<file path="src/sv/ppi_pkg.sv">
// Shared constants and the token type that travels along the palette cell chain.
package ppi_pkg;

  // Number of palette cells and stored pixel width.
  localparam int PALETTE_SIZE = 256;
  localparam int PIXEL_BITS   = 32;

  // Width of a palette index inside the chain and on the output port.
  localparam int ID_W  = (PALETTE_SIZE > 1) ? $clog2(PALETTE_SIZE) : 1;
  localparam int OUT_W = 8;

  // Index given to a new value once every cell is taken.
  localparam logic [ID_W-1:0] SATURATED_ID = ID_W'(PALETTE_SIZE - 1);

  // One pixel in flight: the value, the band flag and the search result so far.
  typedef struct packed {
    logic                  vld;
    logic                  band;
    logic                  found;
    logic [PIXEL_BITS-1:0] pixel;
    logic [ID_W-1:0]       id;
  } token_t;

endpackage

</file>
<file path="src/sv/ppi_cell.sv">
// One palette cell: holds one entry and passes the search token to its neighbor.
module ppi_cell
  import ppi_pkg::*;
(
  input  logic   clk,
  input  logic   rst,
  input  logic   adv,
  input  token_t tok_in,
  output token_t tok_out
);

  logic                  slot_valid;
  logic [PIXEL_BITS-1:0] entry;
  logic                  live;
  logic                  hit;
  logic                  claim;
  logic                  done;
  token_t                tok;

  // A band start empties the cell before this pixel looks at it.
  assign live  = slot_valid & ~tok_in.band;
  assign hit   = tok_in.vld & ~tok_in.found & live & (entry == tok_in.pixel);
  assign claim = tok_in.vld & ~tok_in.found & ~live;
  assign done  = tok_in.found | hit | claim;

  // Occupancy of this cell.
  always_ff @(posedge clk) begin
    if (rst) begin
      slot_valid <= 1'b0;
    end else if (adv && tok_in.vld) begin
      slot_valid <= live | claim;
    end
  end

  // The first free cell takes a value that no earlier cell holds.
  always_ff @(posedge clk) begin
    if (adv && claim) begin
      entry <= tok_in.pixel;
    end
  end

  // Token register: the valid bit moves with the chain, and the index counts
  // cells passed until the search is settled.
  always_ff @(posedge clk) begin
    if (rst) begin
      tok.vld <= 1'b0;
    end else if (adv) begin
      tok.vld   <= tok_in.vld;
      tok.band  <= tok_in.band;
      tok.pixel <= tok_in.pixel;
      tok.found <= done;
      tok.id    <= done ? tok_in.id : tok_in.id + ID_W'(1);
    end
  end

  assign tok_out = tok;

endmodule

</file>
<file path="config.mk">
export PLATFORM = sky130hd
export DESIGN_NAME = ppi_cell
export DESIGN_NICKNAME = d
export VERILOG_FILES = /design/src/sv/ppi_pkg.sv /design/src/sv/ppi_cell.sv
export SDC_FILE = /design/constraint.sdc
export NUM_CORES = 1
export LEC_CHECK = 0
export ABC_AREA = 0
export BUFFER_PORTS_ARGS = -buffer_cell sky130_fd_sc_hd__buf_4
export CORE_MARGIN = 3
export CORE_UTILIZATION = 51
export CTS_CLUSTER_SIZE = 25
export DETAILED_ROUTE_END_ITERATION = 8
export GPL_ROUTABILITY_DRIVEN = 0
export GPL_TIMING_DRIVEN = 0
export PLACE_DENSITY = 0.87
export SETUP_SLACK_MARGIN = 0.1
export SLEW_MARGIN = 20
export SYNTH_ARGS = -nofsm -noshare
export SYNTH_HDL_FRONTEND = slang
export SYNTH_SLANG_ARGS = --single-unit
</file>
<file path="constraint.sdc">
create_clock -name clk -period 4.21 [get_ports clk]
set_input_delay 0.2105 -clock clk [delete_from_list [all_inputs] [get_ports clk]]
set_output_delay 0.2105 -clock clk [all_outputs]
set_load 0.02 [all_outputs]
</file>
## Word-level counts from Yosys, hierarchy flattened

Cells that the tools add are included.

| word-level totals | value |
|---|---|
| word-level logic and storage cells | 25 |
| flip-flop bits (word level) | 76 |
| bits of input ports | 46 |

| cells by class | value |
|---|---|
| $add $sub $neg | 1 |
| bitwise logic cells | 12 |
| equal/unequal tests | 1 |
| reductions and logical operators | 3 |
| multiplexer cells | 1 |

Operators with widths:

| kind | count |
|---|---|
| $eq 32x32->1 | 1 |
| $add 8x1->8 const B | 1 |
| $mux 8 | 1 |
| $and 1x1->1 | 5 |
| $not 1->1 | 4 |
| $or 1x1->1 | 3 |
| $logic_and 1x1->1 | 2 |
| $reduce_and 2->1 | 1 |

## Longest topological paths before layout

Gate-level depths: netlist of the first run.

| depth | value |
|---|---|
| word-level depth | 7 |
| mapped depth | 6 |

## Worst setup path after synthesis of the first run

OpenSTA, ideal clock, no wires.

| timing path | value |
|---|---|
| kind | reg2reg |
| from | register slot_valid |
| to | register entry[0] (enable) |
| clock period less this slack | 3.118 ns |
| data arrival time | 2.656 ns |
| data required time | 3.749 ns |
| path slack | 1.092 ns |
| cell stages (with the launch flop) | 3 |
| path through | dfxtp_1 > nor2b_1 > nor3_1 |

| between the ends | value |
|---|---|
| cells in the longest elaborated chain, start to end | 4 |

RTL lines:

| what | RTL line | text |
|---|---|---|
| start, declared | ppi_cell.sv:12 | `logic slot_valid;` |
| start signal, assigned | ppi_cell.sv:31 | `slot_valid <= live \| claim;` |
| $and 1x1->1 | ppi_cell.sv:21 | `assign live = slot_valid & ~tok_in.band;` |
| $not 1->1 | ppi_cell.sv:23 | `assign claim = tok_in.vld & ~tok_in.found & ~live;` |
| $and 1x1->1 | ppi_cell.sv:23 |  |
| $logic_and 1x1->1 | ppi_cell.sv:37 | `if (adv && claim) begin` |
| end signal, assigned | ppi_cell.sv:38 | `entry <= tok_in.pixel;` |
| end, declared | ppi_cell.sv:13 | `logic [PIXEL_BITS-1:0] entry;` |

No other way between the ends.
A chain may end at the register's enable or synchronous reset.

## Worst setup path after layout of the first run

| timing path | value |
|---|---|
| from | register entry[16] |
| to | register tok, in the netlist tok_out[6], data pin |

| between the ends | value |
|---|---|
| cells in the longest elaborated chain, start to end | 5 |

RTL lines:

| what | RTL line | text |
|---|---|---|
| $eq 32x32->1 | ppi_cell.sv:22 | `assign hit = tok_in.vld & ~tok_in.found & live & (entry == tok_in.pixel);` |
| $and 1x1->1 | ppi_cell.sv:22 |  |
| $or 1x1->1 (2 in a row) | ppi_cell.sv:24 | `assign done = tok_in.found \| hit \| claim;` |
| $mux 8 | ppi_cell.sv:52 | `tok.id <= done ? tok_in.id : tok_in.id + ID_W'(1);` |
| end, declared | ppi_cell.sv:18 | `token_t tok;` |

No other way between the ends.

==> impl_metrics.yaml, run 1 <==
outcome:
  status: "complete, no violations"
sta:
  slew_headroom_pct: 69.5
  setup_tns_ps: 0
  worst_pin_slew_ps: 454
  period_minus_slack_ps: 2080
  rsz0062_at_grt: "false"
  hold_ws_ps: 70.9
  fmax_mhz: 480
  maxSlewViolCount: 0
  hold_violations: 0
  fin_worst_skew_ps: 10.8
  finalCritPeriodShare_pct: 49.4
  setup_viol: 0
clock_tree:
  cts_tree: "done"
  h-tree-depth: 3
  cts_resized: 0
  clkLatencyLatePin_ps: 340
  cts_setup_buffers: 0
  hold_buffers: 0
  cts_sinks: 76
  cts_buffers: 9
  clock-root-buffer: "clkbuf_8"
  cts_buffer_depth: 2
  clk_pin_slew_ps: 80
routing:
  viasPerCell: 5.53
  first_iter_violations: 186
  wl_per_cell_um: 17.0
  drtPass1Iterations: 4
  ant_nets: 0
  routed_wl_mm: 6.56
  vias: 2133
  drc_errors: 0
cells_and_area:
  multi_input_area_sq_um: 850
  layout_commonest_cell: "buf_4"
  finish.utilization_pct: 70.8
  nNetsFinal: 353
  finalNonFillerCells: 386
  final_cell_mix: "90 x buf_4, 74 x edfxtp_1, 32 x xnor2_1, 15 x nand4_1, 10 x nand2_1"
  drive_gt1_share_pct: 39.9
  nFillCells: 411
  area.growth.synth_to_final_pct: 33.7
  finalInstanceArea_sq_um: 4220
  antenna_cells: 0
  seq_area_sq_um: 2260
critical_path:
  rr_endpoint: "tok_out[6]"
  end_kind: "flip-flop"
  cp-startpoint: "entry[16]"
  reg2reg_from: "entry[16]"
  crit_arrival_ps: 2190
  reg2regPathDepth: 6
  startpoint_type: "flip-flop"
  crit_required_ps: 4320
  r2r_slack_ps: 2130
  cp_max_fo: 10
  critPathKind: "flip-flop to flip-flop"
  worstSetupEndpoint: "tok_out[6]"
die:
  fp.dieH_um: 84.6
  io_pins: 89
  initial_core_util_pct: 53.0
  die_area_sq_um: 7160
  chipWidth_um: 84.6
  row_count: 28
  core_sq_um: 5960
synthesis:
  synth_area_leaders: "edfxtp_1 70%, xnor2_1 8.9%, nand4_1 3.0%"
  synth-seq-cells: 76
  async_reset_ff_share_pct: 0
  syn_inst: 202
  seq_area_frac_synth_pct: 71.7
  synth-edff-count: 74
  synth_area_sq_um: 3150
  synth_warnings: 0
  synth_ff_type: "edfxtp_1"
  synth.top_cell.area_share_pct: 70.4
  ys_types: 37
  synth_fp_nets: 249
  yosys.area.top_type: "edfxtp_1"
  syn_avg_cell_area_sq_um: 15.6
global_routing:
  antenna_found_initial: 0
  grt_pass1_wl_mm: 10.6
  grt-ovfl-total: 0
  grt_pass1_vias: 2143
  grt_start_max_net_pins: 21
  grt_use_total_pct: 19.5
flow_run:
  maxCapViolCount: 0
power_and_ir_drop:
  power_density_nw_per_um2: 397
  p_leak_nw: 1.55
  ir_drop_v: 0.000256
placement:
  port_buffers: 88
  dpl.cell_count: 370
  dpl_cell_area_sq_um: 4000
  dp_hpwl_mm: 4.92
worst_hold_path:
  hold_depth: 1
  hold_class: "input port to flip-flop"
==> synth_stat cells, types with 3 or more instances <==
cell	instances
xnor2_1	32
a21oi_1	4
nand3_1	8
edfxtp_1	74
inv_1	3
a31oi_1	3
nand2_1	10
nor3_1	3
a211o_2	3
nand2b_1	3
nor2_1	3
clkbuf_1	3
o311ai_1	3
nand4_1	15
==> critical path, stage by stage (launching register included) <==
cell      delay, ps
edfxtp_1        420
xnor2_1         190
nand4_1         140
nor4_2          430
buf_6           220
nand2_4          90
o311ai_1        370
==> per-layer routing <==
layer	track usage (%)	wire [um]	vias to the layer above
li1	-	-	997
met1	23.5	2530	1028
met2	33.2	3520	89
met3	4.32	359	19
met4	9.06	148	0
met5	0	0	-
==> kinds of logic after synthesis <==
family	count (synthesis)	synth area share, %
DFF	76	71.7
and+or+nand+nor	59	11.3
AOI/OAI and AO/OA	24	5.95
buffers and inverters	10	1.75
xor gates and xnor gates	32	8.89
adders and majority gates	1	0.397
==> cell type report <==
type / count / share of cell area [%]
Multi-Input combinational cell: 116 / 20.1
Inverter: 3 / 0.267
Tap cell: 75 / 2.22
Buffer: 7 / 1.04
Clock buffer: 10 / 3.03
Clock inverter: 6 / 2.08
Sequential cell: 76 / 53.6
Timing Repair Buffer: 93 / 17.6
==> flip-flops by register name (all words and copies together) (netlist names) <==
register    flops
slot_valid      1
tok_out        43
entry          32
==> report_power, final <==
group / switching (mW) / internal, mW / leakage, nW / total [mW]
clock network: 0.256 / 0.335 / 0.111 / 0.591
registers: 0.0115 / 0.872 / 0.703 / 0.883
logic: 0.107 / 0.0940 / 0.733 / 0.201
==> through the flow <==
stage / setup WS, ps / total power, mW
finish: 2130 / 1.67
global route: 1920 / 1.75
CTS: 2050 / 1.70
detailed placement: 2130 / 1.10
global placement: 196 / 1.09
floorplan: 1090 / 0.991
==> how the worst min path moves through the flow <==
stage / to / from / slack, ps
finish: entry[5] / tok_in[13] / 70
global placement: tok_out[42] / rst / 380
CTS: tok_out[42] / rst / 50
floorplan: tok_out[42] / rst / 280
detailed placement: tok_out[42] / rst / 410
global route: slot_valid / rst / 40
Note: power is estimated with default switching activity, not from simulation.
==> run 2: changes to the inputs <==
==> constraint.sdc (replaced) <==
create_clock -name clk -period 1.95 [get_ports clk]
set_input_delay 0.0975 -clock clk [delete_from_list [all_inputs] [get_ports clk]]
set_output_delay 0.0975 -clock clk [all_outputs]
set_load 0.02 [all_outputs]
==> impl_metrics.yaml, run 2 (same netlist as run 1, synthesis figures left out) <==
outcome:
  status: "complete, no violations"
routing:
  ant_nets: 0
  drc_errors: 0
  wl_per_cell_um: 17.5
  drtPass1Iterations: 4
  viasPerCell: 5.51
  routed_wl_mm: 7.42
  vias: 2330
  first_iter_violations: 103
global_routing:
  grt_use_total_pct: 21.4
  grt-ovfl-total: 0
  antenna_found_initial: 0
  grt_start_max_net_pins: 23
  grt_pass1_wl_mm: 11.7
  grt_pass1_vias: 2384
cells_and_area:
  multi_input_area_sq_um: 925
  nNetsFinal: 391
  final_cell_mix: "95 x buf_4, 74 x edfxtp_1, 34 x dlygate4sd3_1, 31 x xnor2_1, 15 x nand4_1"
  layout_commonest_cell: "buf_4"
  finalInstanceArea_sq_um: 4590
  drive_gt1_share_pct: 37.9
  finalNonFillerCells: 423
  finish.utilization_pct: 77.1
  nFillCells: 363
  antenna_cells: 0
  area.growth.synth_to_final_pct: 45.5
  seq_area_sq_um: 2260
  largest_reg_flops: 43
power_and_ir_drop:
  p_clk_share_pct: 29.3
  power_density_nw_per_um2: 742
  p_int_mw: 2.58
  p_leak_nw: 1.69
  sw_frac_of_total_pct: 24.3
  ir_drop_v: 0.000632
  combPwrFrac_pct: 14.7
  design_power_total_mw: 3.40
  seqPwrFrac_pct: 56.0
  p_switching_uw: 828
clock_tree:
  clk_pin_slew_ps: 70
  cts_tree: "done"
  cts_buffers: 9
  cts_buffer_depth: 2
  clock-root-buffer: "clkbuf_8"
  h-tree-depth: 3
  clkLatencyLatePin_ps: 340
  cts_sinks: 76
critical_path:
  crit_arrival_ps: 2000
  cp_max_fo: 8
  cp_slowest_stage_delay_ps: 400
  crit_required_ps: 2040
  reg2reg_from: "entry[21]"
  cp_cell_sequence: "xnor2_1 > nand4_1 > nor4_4 > buf_6 > nand2_8 > a211o_1"
  cp_slowest_cell: "nor4_4"
  cp-startpoint: "entry[21]"
  path_delay_family: "simple AND/OR/NAND/NOR gates"
  startpoint_type: "flip-flop"
  cp_num_buf_inv: 1
  critPathKind: "flip-flop to flip-flop"
  end_kind: "flip-flop"
die:
  die_area_sq_um: 7160
  fp.dieH_um: 84.6
  initial_core_util_pct: 53.0
  core_sq_um: 5960
  io_pins: 89
  chipWidth_um: 84.6
  row_count: 28
sta:
  rsz0062_at_grt: "true"
  finalCritPeriodShare_pct: 98.2
  setup_viol: 0
  worst_pin_slew_ps: 741
  period_minus_slack_ps: 1910
  fmax_mhz: 522
  slew_headroom_pct: 50.4
  setup_tns_ps: 0
  maxSlewViolCount: 0
  hold_violations: 0
  fin_worst_skew_ps: 6.33
worst_hold_path:
  hold_class: "input port to flip-flop"
  min-delay-start: "adv"
placement:
  dp_hpwl_mm: 4.70
  port_buffers: 88
  dpl.cell_count: 367
  dpl_cell_area_sq_um: 3970
flow_run:
  maxCapViolCount: 0
-- run 2: final timing paths --
kind | cells after the start | endpoint | slack (ps)
worst min-delay path | 3 | tok_out[42] | 80
worst min register to register | 2 | tok_out[42] | 510
worst max register to register | 6 | tok_out[5] | 40
worst max-delay path | 6 | tok_out[5] | 40
-- run 2: metrics by stage --
| stage | worst slack, ps | hold slack [ps] |
|---|---|---|
| final | 35.6 | 76.2 |
| after global routing | -38.3 | 74.8 |
| after CTS | 32.2 | -54.6 |
| after detailed placement | -46.3 | 304 |
| after global placement | -262 | 279 |
| after floorplan | 259 | 167 |
-- run 2: area by class of cell --
class	count	share of cell area [%]
multi-input combinational	116	20.1
inverter	3	0.245
timing repair buffer	131	23.9
tap	75	2.04
sequential	76	49.3
buffer	7	0.954
clock buffer	10	2.78
clock inverter	5	0.654
-- run 2: tightest hold or removal path: stages --
cell      delay [ps]
buf_4            100
nand2b_1         100
a21oi_1           70
-- run 2: metal layers --
metal	up-vias	routed length [um]	global-route usage (%)	part of all wire (%)
met1	1134	2880	25.7	39
met2	107	3950	37.4	53
li1	1078	-	-	-
met5	-	0	0	0
met4	0	81	9.06	1.1
met3	11	505	4.32	6.8
-- run 2: timing repair --
action / in CTS / in global routing
setup buffers: 4 / 3
pin swaps: 4 / 1
setup endpoints to repair: 8 / 9
gates resized for setup: 6 / 3
hold buffers: 33 / 1
endpoints found under the hold margin: 67 / 1
-- run 2: power groups by stage --
stage	sequential (mW)	combinational, mW	clock (mW)
after floorplan	2.02	0.121	0
after global placement	1.94	0.404	0
after detailed placement	1.94	0.429	0
after CTS	1.91	0.491	1.02
after global routing	1.92	0.535	1.09
final	1.91	0.501	0.996
